[config.mk]
export PLATFORM = sky130hd
export DESIGN_NAME = crc16_frame_checker_unit_flat
export DESIGN_NICKNAME = d
export VERILOG_FILES = /design/src/rtl/crcfc_pkg.sv /design/src/rtl/crcfc_if.sv /design/src/rtl/crc16_frame_checker_unit.sv /design/src/rtl/crcfc_cfg.sv /design/src/rtl/crcfc_frame.sv /design/src/flat_wrapper.sv
export SDC_FILE = /design/constraint.sdc
export NUM_CORES = 1
export LEC_CHECK = 0
export ABC_AREA = 1
export ABC_CLOCK_PERIOD_IN_PS = 6800
export BUFFER_PORTS_ARGS = -buffer_cell sky130_fd_sc_hd__buf_2
export CAP_MARGIN = 30
export CORE_MARGIN = 2
export CORE_UTILIZATION = 50
export CTS_BUF_LIST = sky130_fd_sc_hd__clkbuf_8 sky130_fd_sc_hd__clkbuf_16
export CTS_CLUSTER_DIAMETER = 200
export DETAILED_ROUTE_END_ITERATION = 8
export GPL_ROUTABILITY_DRIVEN = 1
export PLACE_DENSITY = 0.74
export SLEW_MARGIN = 10
export SYNTH_ARGS = -nofsm -noshare
export SYNTH_HDL_FRONTEND = slang
export SYNTH_HIERARCHICAL = 1
export SYNTH_SLANG_ARGS = --single-unit
[constraint.sdc]
create_clock -name clk -period 6.8 [get_ports clk]
set_input_delay 0.68 -clock clk [delete_from_list [all_inputs] [get_ports clk]]
set_output_delay 0.68 -clock clk [all_outputs]
set_load 0.05 [all_outputs]
[src/rtl/crcfc_pkg.sv]
// ----------------------------------------------------------------------------
// CRC-16 frame checker package
// Shared types, register map, status codes and the nibble-wise CRC update.
// ----------------------------------------------------------------------------
package crcfc_pkg;

  // Register map: one word index per register.
  localparam logic REG_MAX_PAYLOAD = 1'b0;
  localparam logic [7:0] MAX_PAYLOAD_RESET = 8'd210;

  // Byte counter saturates here, beyond every meaningful position.
  localparam logic [8:0] POS_LIMIT = 9'd511;

  // Frame status reported with each result item.
  typedef enum logic [1:0] {
    ST_OK         = 2'd0,
    ST_CRC_ERR    = 2'd1,
    ST_SHORT      = 2'd2,
    ST_OVER_LIMIT = 2'd3
  } status_t;

  // Reflected CRC-16 (0x8408) nibble table.
  localparam logic [15:0] NIB_TABLE [16] = '{
    16'h0000, 16'h1081, 16'h2102, 16'h3183, 16'h4204, 16'h5285, 16'h6306, 16'h7387,
    16'h8408, 16'h9489, 16'ha50a, 16'hb58b, 16'hc60c, 16'hd68d, 16'he70e, 16'hf78f
  };

  // One byte update: low nibble first, then high nibble.
  function automatic logic [15:0] crc_byte(input logic [15:0] crc, input logic [7:0] b);
    logic [15:0] c1;
    logic [15:0] c2;
    c1 = {4'h0, crc[15:4]} ^ NIB_TABLE[crc[3:0] ^ b[3:0]];
    c2 = {4'h0, c1[15:4]} ^ NIB_TABLE[c1[3:0] ^ b[7:4]];
    return c2;
  endfunction

endpackage

[src/rtl/crcfc_if.sv]
// ----------------------------------------------------------------------------
// CRC-16 frame checker channels
// Valid/ready channels for packet bytes in and frame reports out.
// ----------------------------------------------------------------------------

// Input channel: one packet byte per item.
interface crcfc_in_if;
  logic       valid;
  logic       ready;
  logic [7:0] data_byte;
  logic       end_of_packet;

  modport source (output valid, output data_byte, output end_of_packet, input ready);
  modport sink   (input valid, input data_byte, input end_of_packet, output ready);
endinterface

// Result channel: one frame report per item.
interface crcfc_out_if;
  logic        valid;
  logic        ready;
  logic [7:0]  channel_id;
  logic [7:0]  payload_length;
  logic [15:0] received_crc;
  logic [15:0] computed_crc;
  logic [1:0]  status;

  modport source (output valid, output channel_id, output payload_length,
                  output received_crc, output computed_crc, output status, input ready);
  modport sink   (input valid, input channel_id, input payload_length,
                  input received_crc, input computed_crc, input status, output ready);
endinterface

[src/rtl/crc16_frame_checker_unit.sv]
// ----------------------------------------------------------------------------
// CRC-16 frame checker
// Checks decoded packets (channel, length, payload, CRC low byte first).
// ----------------------------------------------------------------------------
// The unit takes one packet byte per cycle on in_ch and gives one report on
// out_ch for each byte flagged as the end of a packet: the channel, the length,
// the received and computed reflected CRC-16 (0x8408, initial value zero) and a
// status of ok, CRC mismatch, short packet or length over the limit. A byte is
// held in an input register, where the nibble-table CRC update and header and
// trailer capture run, and the report register is loaded from there when the
// held end byte moves on, which waits while an earlier report is not yet taken.
// Bytes are taken every cycle; the input stalls only when an end byte meets
// a report that the sink has not yet taken. The length limit is written at
// word 0 of the APB port.
// ----------------------------------------------------------------------------
module crc16_frame_checker_unit
  import crcfc_pkg::*;
(
  input  logic          clk,
  input  logic          rst_n,
  crcfc_in_if.sink      in_ch,
  crcfc_out_if.source   out_ch,
  input  logic          psel,
  input  logic          penable,
  input  logic          pwrite,
  input  logic [2:0]    paddr,
  input  logic [31:0]   pwdata,
  output logic [31:0]   prdata,
  output logic          pready
);

  logic [7:0] max_payload;

  // Configuration registers.
  crcfc_cfg u_cfg (
    .clk         (clk),
    .rst_n       (rst_n),
    .psel        (psel),
    .penable     (penable),
    .pwrite      (pwrite),
    .paddr       (paddr),
    .pwdata      (pwdata),
    .prdata      (prdata),
    .pready      (pready),
    .max_payload (max_payload)
  );

  // Frame datapath.
  crcfc_frame u_frame (
    .clk         (clk),
    .rst_n       (rst_n),
    .max_payload (max_payload),
    .in_ch       (in_ch),
    .out_ch      (out_ch)
  );

endmodule

[src/rtl/crcfc_cfg.sv]
// ----------------------------------------------------------------------------
// CRC-16 frame checker configuration registers
// APB-style register file holding the payload length limit.
// ----------------------------------------------------------------------------
module crcfc_cfg
  import crcfc_pkg::*;
(
  input  logic        clk,
  input  logic        rst_n,
  input  logic        psel,
  input  logic        penable,
  input  logic        pwrite,
  input  logic [2:0]  paddr,
  input  logic [31:0] pwdata,
  output logic [31:0] prdata,
  output logic        pready,
  output logic [7:0]  max_payload
);

  logic [7:0] max_payload_r;
  logic       wr_en;
  logic       reg_idx;

  // Word index of the access; writes complete in the access phase.
  assign pready  = 1'b1;
  assign reg_idx = paddr[2];
  assign wr_en   = psel && penable && pwrite && pready;

  always_ff @(posedge clk) begin
    if (!rst_n) begin
      max_payload_r <= MAX_PAYLOAD_RESET;
    end else if (wr_en && (reg_idx == REG_MAX_PAYLOAD)) begin
      max_payload_r <= pwdata[7:0];
    end
  end

  // Read mux.
  always_comb begin
    unique case (reg_idx)
      REG_MAX_PAYLOAD: prdata = {24'h0, max_payload_r};
      default:         prdata = 32'h0;
    endcase
  end

  assign max_payload = max_payload_r;

endmodule

[src/rtl/crcfc_frame.sv]
// ----------------------------------------------------------------------------
// CRC-16 frame checker datapath
// Input register, frame state update and registered frame report.
// ----------------------------------------------------------------------------
module crcfc_frame
  import crcfc_pkg::*;
(
  input  logic              clk,
  input  logic              rst_n,
  input  logic [7:0]        max_payload,
  crcfc_in_if.sink          in_ch,
  crcfc_out_if.source       out_ch
);

  // Input register.
  logic       s1_valid_r;
  logic [7:0] s1_byte_r;
  logic       s1_eop_r;

  // Frame state.
  logic [15:0] crc_r,     crc_nxt;
  logic [8:0]  pos_r,     pos_nxt;
  logic [7:0]  chan_r,    chan_nxt;
  logic [7:0]  len_r,     len_nxt;
  logic [15:0] trailer_r, trailer_nxt;

  // Result register.
  logic        out_valid_r;
  logic [7:0]  res_chan_r;
  logic [7:0]  res_len_r;
  logic [15:0] res_rx_crc_r;
  logic [15:0] res_crc_r;
  status_t     res_status_r;
  status_t     status_nxt;

  logic        proc_ok;
  logic        fire;
  logic        in_fire;
  logic        out_fire;
  logic [9:0]  len_ext;
  logic [9:0]  pos_ext;
  logic [9:0]  count;

  // The held byte moves on unless it ends a frame and the report slot is busy.
  assign out_fire    = out_valid_r && out_ch.ready;
  assign proc_ok     = !s1_eop_r || !out_valid_r || out_ch.ready;
  assign fire        = s1_valid_r && proc_ok;
  assign in_ch.ready = !s1_valid_r || proc_ok;
  assign in_fire     = in_ch.valid && in_ch.ready;

  // Header capture, CRC update and trailer capture for the held byte.
  always_comb begin
    chan_nxt    = (pos_r == 9'd0) ? s1_byte_r : chan_r;
    len_nxt     = (pos_r == 9'd1) ? s1_byte_r : len_r;
    crc_nxt     = crc_r;
    trailer_nxt = trailer_r;
    len_ext     = {2'b00, len_nxt};
    pos_ext     = {1'b0, pos_r};
    if (pos_ext < len_ext + 10'd2) begin
      crc_nxt = crc_byte(crc_r, s1_byte_r);
    end else if (pos_ext == len_ext + 10'd2) begin
      trailer_nxt = {trailer_r[15:8], s1_byte_r};
    end else if (pos_ext == len_ext + 10'd3) begin
      trailer_nxt = {s1_byte_r, trailer_r[7:0]};
    end
    pos_nxt = (pos_r < POS_LIMIT) ? pos_r + 9'd1 : pos_r;
    count   = pos_ext + 10'd1;

    // Status priority: too short for a header, over the limit, short, CRC.
    if (count < 10'd2) begin
      status_nxt = ST_SHORT;
    end else if (len_nxt > max_payload) begin
      status_nxt = ST_OVER_LIMIT;
    end else if (count < len_ext + 10'd4) begin
      status_nxt = ST_SHORT;
    end else if (trailer_nxt != crc_nxt) begin
      status_nxt = ST_CRC_ERR;
    end else begin
      status_nxt = ST_OK;
    end
  end

  // Input register control.
  always_ff @(posedge clk) begin
    if (!rst_n) begin
      s1_valid_r <= 1'b0;
    end else if (in_fire) begin
      s1_valid_r <= 1'b1;
    end else if (fire) begin
      s1_valid_r <= 1'b0;
    end
  end

  always_ff @(posedge clk) begin
    if (in_fire) begin
      s1_byte_r <= in_ch.data_byte;
      s1_eop_r  <= in_ch.end_of_packet;
    end
  end

  // Frame state: updated per byte, cleared after the end byte.
  always_ff @(posedge clk) begin
    if (!rst_n) begin
      crc_r     <= 16'h0;
      pos_r     <= 9'd0;
      chan_r    <= 8'h0;
      len_r     <= 8'h0;
      trailer_r <= 16'h0;
    end else if (fire) begin
      if (s1_eop_r) begin
        crc_r     <= 16'h0;
        pos_r     <= 9'd0;
        chan_r    <= 8'h0;
        len_r     <= 8'h0;
        trailer_r <= 16'h0;
      end else begin
        crc_r     <= crc_nxt;
        pos_r     <= pos_nxt;
        chan_r    <= chan_nxt;
        len_r     <= len_nxt;
        trailer_r <= trailer_nxt;
      end
    end
  end

  // Report register valid.
  always_ff @(posedge clk) begin
    if (!rst_n) begin
      out_valid_r <= 1'b0;
    end else if (fire && s1_eop_r) begin
      out_valid_r <= 1'b1;
    end else if (out_fire) begin
      out_valid_r <= 1'b0;
    end
  end

  always_ff @(posedge clk) begin
    if (fire && s1_eop_r) begin
      res_chan_r   <= chan_nxt;
      res_len_r    <= len_nxt;
      res_rx_crc_r <= trailer_nxt;
      res_crc_r    <= crc_nxt;
      res_status_r <= status_nxt;
    end
  end

  assign out_ch.valid          = out_valid_r;
  assign out_ch.channel_id     = res_chan_r;
  assign out_ch.payload_length = res_len_r;
  assign out_ch.received_crc   = res_rx_crc_r;
  assign out_ch.computed_crc   = res_crc_r;
  assign out_ch.status         = res_status_r;

endmodule

[src/flat_wrapper.sv]
// flat-port wrapper written by rule: the top's interface ports become plain ports
module crc16_frame_checker_unit_flat import crcfc_pkg::*;
  (clk, rst_n, psel, penable, pwrite, paddr, pwdata, prdata, pready, in_ch_valid, in_ch_data_byte, in_ch_end_of_packet, in_ch_ready, out_ch_valid, out_ch_channel_id, out_ch_payload_length, out_ch_received_crc, out_ch_computed_crc, out_ch_status, out_ch_ready);
  crcfc_in_if in_ch_i ();
  crcfc_out_if out_ch_i ();
  input  logic clk;
  input  logic rst_n;
  input  logic psel;
  input  logic penable;
  input  logic pwrite;
  input  logic [2:0] paddr;
  input  logic [31:0] pwdata;
  output logic [31:0] prdata;
  output logic pready;
  input wire logic [$bits(in_ch_i.valid)-1:0] in_ch_valid;
  input wire logic [$bits(in_ch_i.data_byte)-1:0] in_ch_data_byte;
  input wire logic [$bits(in_ch_i.end_of_packet)-1:0] in_ch_end_of_packet;
  output wire logic [$bits(in_ch_i.ready)-1:0] in_ch_ready;
  output wire logic [$bits(out_ch_i.valid)-1:0] out_ch_valid;
  output wire logic [$bits(out_ch_i.channel_id)-1:0] out_ch_channel_id;
  output wire logic [$bits(out_ch_i.payload_length)-1:0] out_ch_payload_length;
  output wire logic [$bits(out_ch_i.received_crc)-1:0] out_ch_received_crc;
  output wire logic [$bits(out_ch_i.computed_crc)-1:0] out_ch_computed_crc;
  output wire logic [$bits(out_ch_i.status)-1:0] out_ch_status;
  input wire logic [$bits(out_ch_i.ready)-1:0] out_ch_ready;
  assign in_ch_i.valid = in_ch_valid;
  assign in_ch_i.data_byte = in_ch_data_byte;
  assign in_ch_i.end_of_packet = in_ch_end_of_packet;
  assign in_ch_ready = in_ch_i.ready;
  assign out_ch_valid = out_ch_i.valid;
  assign out_ch_channel_id = out_ch_i.channel_id;
  assign out_ch_payload_length = out_ch_i.payload_length;
  assign out_ch_received_crc = out_ch_i.received_crc;
  assign out_ch_computed_crc = out_ch_i.computed_crc;
  assign out_ch_status = out_ch_i.status;
  assign out_ch_i.ready = out_ch_ready;
  crc16_frame_checker_unit u_core (.clk(clk), .rst_n(rst_n), .in_ch(in_ch_i), .out_ch(out_ch_i), .psel(psel), .penable(penable), .pwrite(pwrite), .paddr(paddr), .pwdata(pwdata), .prdata(prdata), .pready(pready));
endmodule
==> run metrics <==
status=complete, no violations; Min-Delay Path Depth=1; first-pass GRT wire length=28,200 um; TritonCTS Buffers=17; CTS max path bufs=2; I/O Pins=136; DRC=0; post-synthesis cell type count=39; initial antenna violation count=0; final hold violations=0; slack of the critical path=1140 ps; clock-pin slew on the worst setup and hold paths=60 ps; share of post-route cells with drive strength above 1=0.179; Die Ht=125 um; share of the synthesized area in the top cell type=0.242; # resized after CTS=0; Die Wd=125 um; Slowest cell on crit path=dfxtp_1; site row count=44; GRT Residual Overflow=0; Hold Path Class=in -> reg; routed vias=6,124; vias per inst=5.06; Clock power frac=0.465; maxcap violations=0; vias in the first global route=5,672; Clock Root Buffer=clkbuf_16; PwrDens=~260 nW/um2; layout filler cell count=1,339; DP Area=7770 um2; CP endpoint kind=register; clock tree from TritonCTS=done; First-pass DRT Iterations=7; ant diodes=0; core area=14,400 um2; most instantiated library cell after synthesis=nand2_1; die area=between 15,000 and 20,000 um2; Placer Congestion=0.902; Setup WS pre-CTS=1190 ps; Sequential Power Share=0.379; setup skew after layout=around 6.5 ps; fraction of registers with async set/reset=0; Switching Share=0.276; Ys Warns=6; initial core utilization=0.507; total power draw=2.23 mW; Final min period=5660 ps; Post-synth EDFFs=59; R2R depth=33; CP max stage delay=430 ps; design area=8440 um2; DR WL/cell=14.1 um; LEAKAGE=3.84 nW; worst endpoint required time=6940 ps; clock sink total=126; Setup Fix Bufs, Post-CTS=0; register area=3110 um2; Worst-Skew Late Latency=420 ps; most used cell, CP=nand2_1; Synth area leaders=edfxtp_1, dfxtp_1, nand2_1, inv_1, ha_1; largest net degree at the start of global routing=51; area of the multi-input gates=3500 um2; # setup viols final=0; cells after synthesis=937; switching power=0.615 mW; Final #Nets=1,095; cell area after synthesis=7310 um2; critical path arrival=between 5000 and 6000 ps; Clock H-tree levels=4; post-DP HPWL=approximately 12,000 um; DRT antenna net count=0; placed cell count=1,179; internal power=1.61 mW; Crit Path Max Fanout=25; Top FF cell, synth=dfxtp_1; sequential fraction of the synthesis area=0.426; actual slew at the worst max-slew pin=about 870 ps; synth cell count leaders=nand2_1, inv_1, dfxtp_1; Syn Area/Cell=7.80 um2; register bit count reported by yosys=126; total wire length=17,100 um; Post-Route Utilization=0.585; RSZ-0062 raised after global routing=no; # port buffers=84; peak supply drop=163 uV; Hold WS=roughly 430 ps; relative slew slack=0.421; cts-stage hold buffer count=0; Fmax=177 MHz; startpoint types=register; cell taking the most area after synthesis=edfxtp_1; Layout Cells excl Fill=1,210; TNS Setup=0 ps; Comb pwr share=0.156; period utilisation layout=0.833; final max-slew violation count=0; Area growth syn-to-layout=15.5%; DRT iter0 DRCs=520; Crit Path Class=reg -> reg; All-Layer GR Usage=0.225
[power groups by stage]
| stage | combinational (mW) | clock, mW | sequential, mW |
|---|---|---|---|
| CTS | 0.345 | 1.05 | 0.844 |
| detailed placement | 0.341 | 0 | 0.860 |
| global placement | 0.336 | 0 | 0.859 |
| global route | 0.381 | 1.08 | 0.847 |
| finish | 0.347 | 1.04 | 0.844 |
| floorplan | 0.240 | 0 | 0.894 |
[routing by layer]
metal / routed length [um] / GRT usage
met2: 7970 / 0.357
met5: 0 / 0
met4: 362 / 0.0850
met1: 7780 / 0.308
met3: 961 / 0.0421
[worst max-delay path: cells and delay by family, from the launching register on]
family          cells  cell delay, ps
fa+ha+maj           3             830
buf+inv             4             800
flops               1             430
compound gates      2             160
xor+xnor            1             140
simple gates       23            2980
[registers in the layout (all words and copies together), names as in the netlist]
name and count:
u_core/u_cfg/max_payload 8, u_core/u_frame/pos_r 9, u_core/u_frame/s1_byte_r 8, u_core/u_frame/out_ch.computed_crc 16, u_core/u_frame/out_ch.received_crc 16, u_core/u_frame/crc_r 16
u_core/u_frame/len_r 8, u_core/u_frame/out_ch.channel_id 8, u_core/u_frame/out_ch.payload_length 8, u_core/u_frame/trailer_r 16, u_core/u_frame/s1_valid_r 1, u_core/u_frame/out_ch.status 2
u_core/u_frame/s1_eop_r 1, u_core/u_frame/out_ch.valid 1, u_core/u_frame/chan_r 8
[path summary, 6_finish.rpt]
path                            from                              end  slack, ps
max reg2reg  u_core/u_frame/pos_r[1]  u_core/u_frame/out_ch.status[0]       1140
max          u_core/u_frame/pos_r[1]  u_core/u_frame/out_ch.status[0]       1140
min              in_ch_end_of_packet          u_core/u_frame/s1_eop_r        430
min reg2reg  u_core/u_frame/len_r[6]          u_core/u_frame/len_r[6]        470
[cell usage in the layout, fill, tap and decap left out, types with 4 or more instances in the layout]
cell type and count:
a21oi_1 65, buf_2 84, bufinv_16 6, clkbuf_16 17
conb_1 25, dfxtp_1 67, edfxtp_1 59, ha_1 30
inv_1 108, inv_2 13, nand2_1 297, nand2_2 16
nand2_4 6, nand3_1 53, nand3_2 7, nand4_1 6
nor2_1 34, nor2_2 6, nor2_4 6, o21a_1 7
o21ai_0 37, or2_2 4, xnor2_1 11, xor2_1 29
[area by class of cell]
type,count,share of cell area
clock buffers,18,0.0520
clock inverters,13,0.0277
inverters,122,0.0545
multi-input cells,659,0.415
flip-flops and latches,126,0.369
well taps,184,0.0273
repair buffers,88,0.0548
[cell families after synthesis]
| group | synth area share |
|---|---|
| buf+inv | 0.107 |
| xor+xnor | 0.0502 |
| mux | 0.00154 |
| compound gates | 0.0854 |
| fa+ha+maj | 0.0514 |
| flops | 0.426 |
| other cells | 0.00103 |
| simple gates | 0.277 |
No activity file was read; power rests on OpenSTA's default activity.
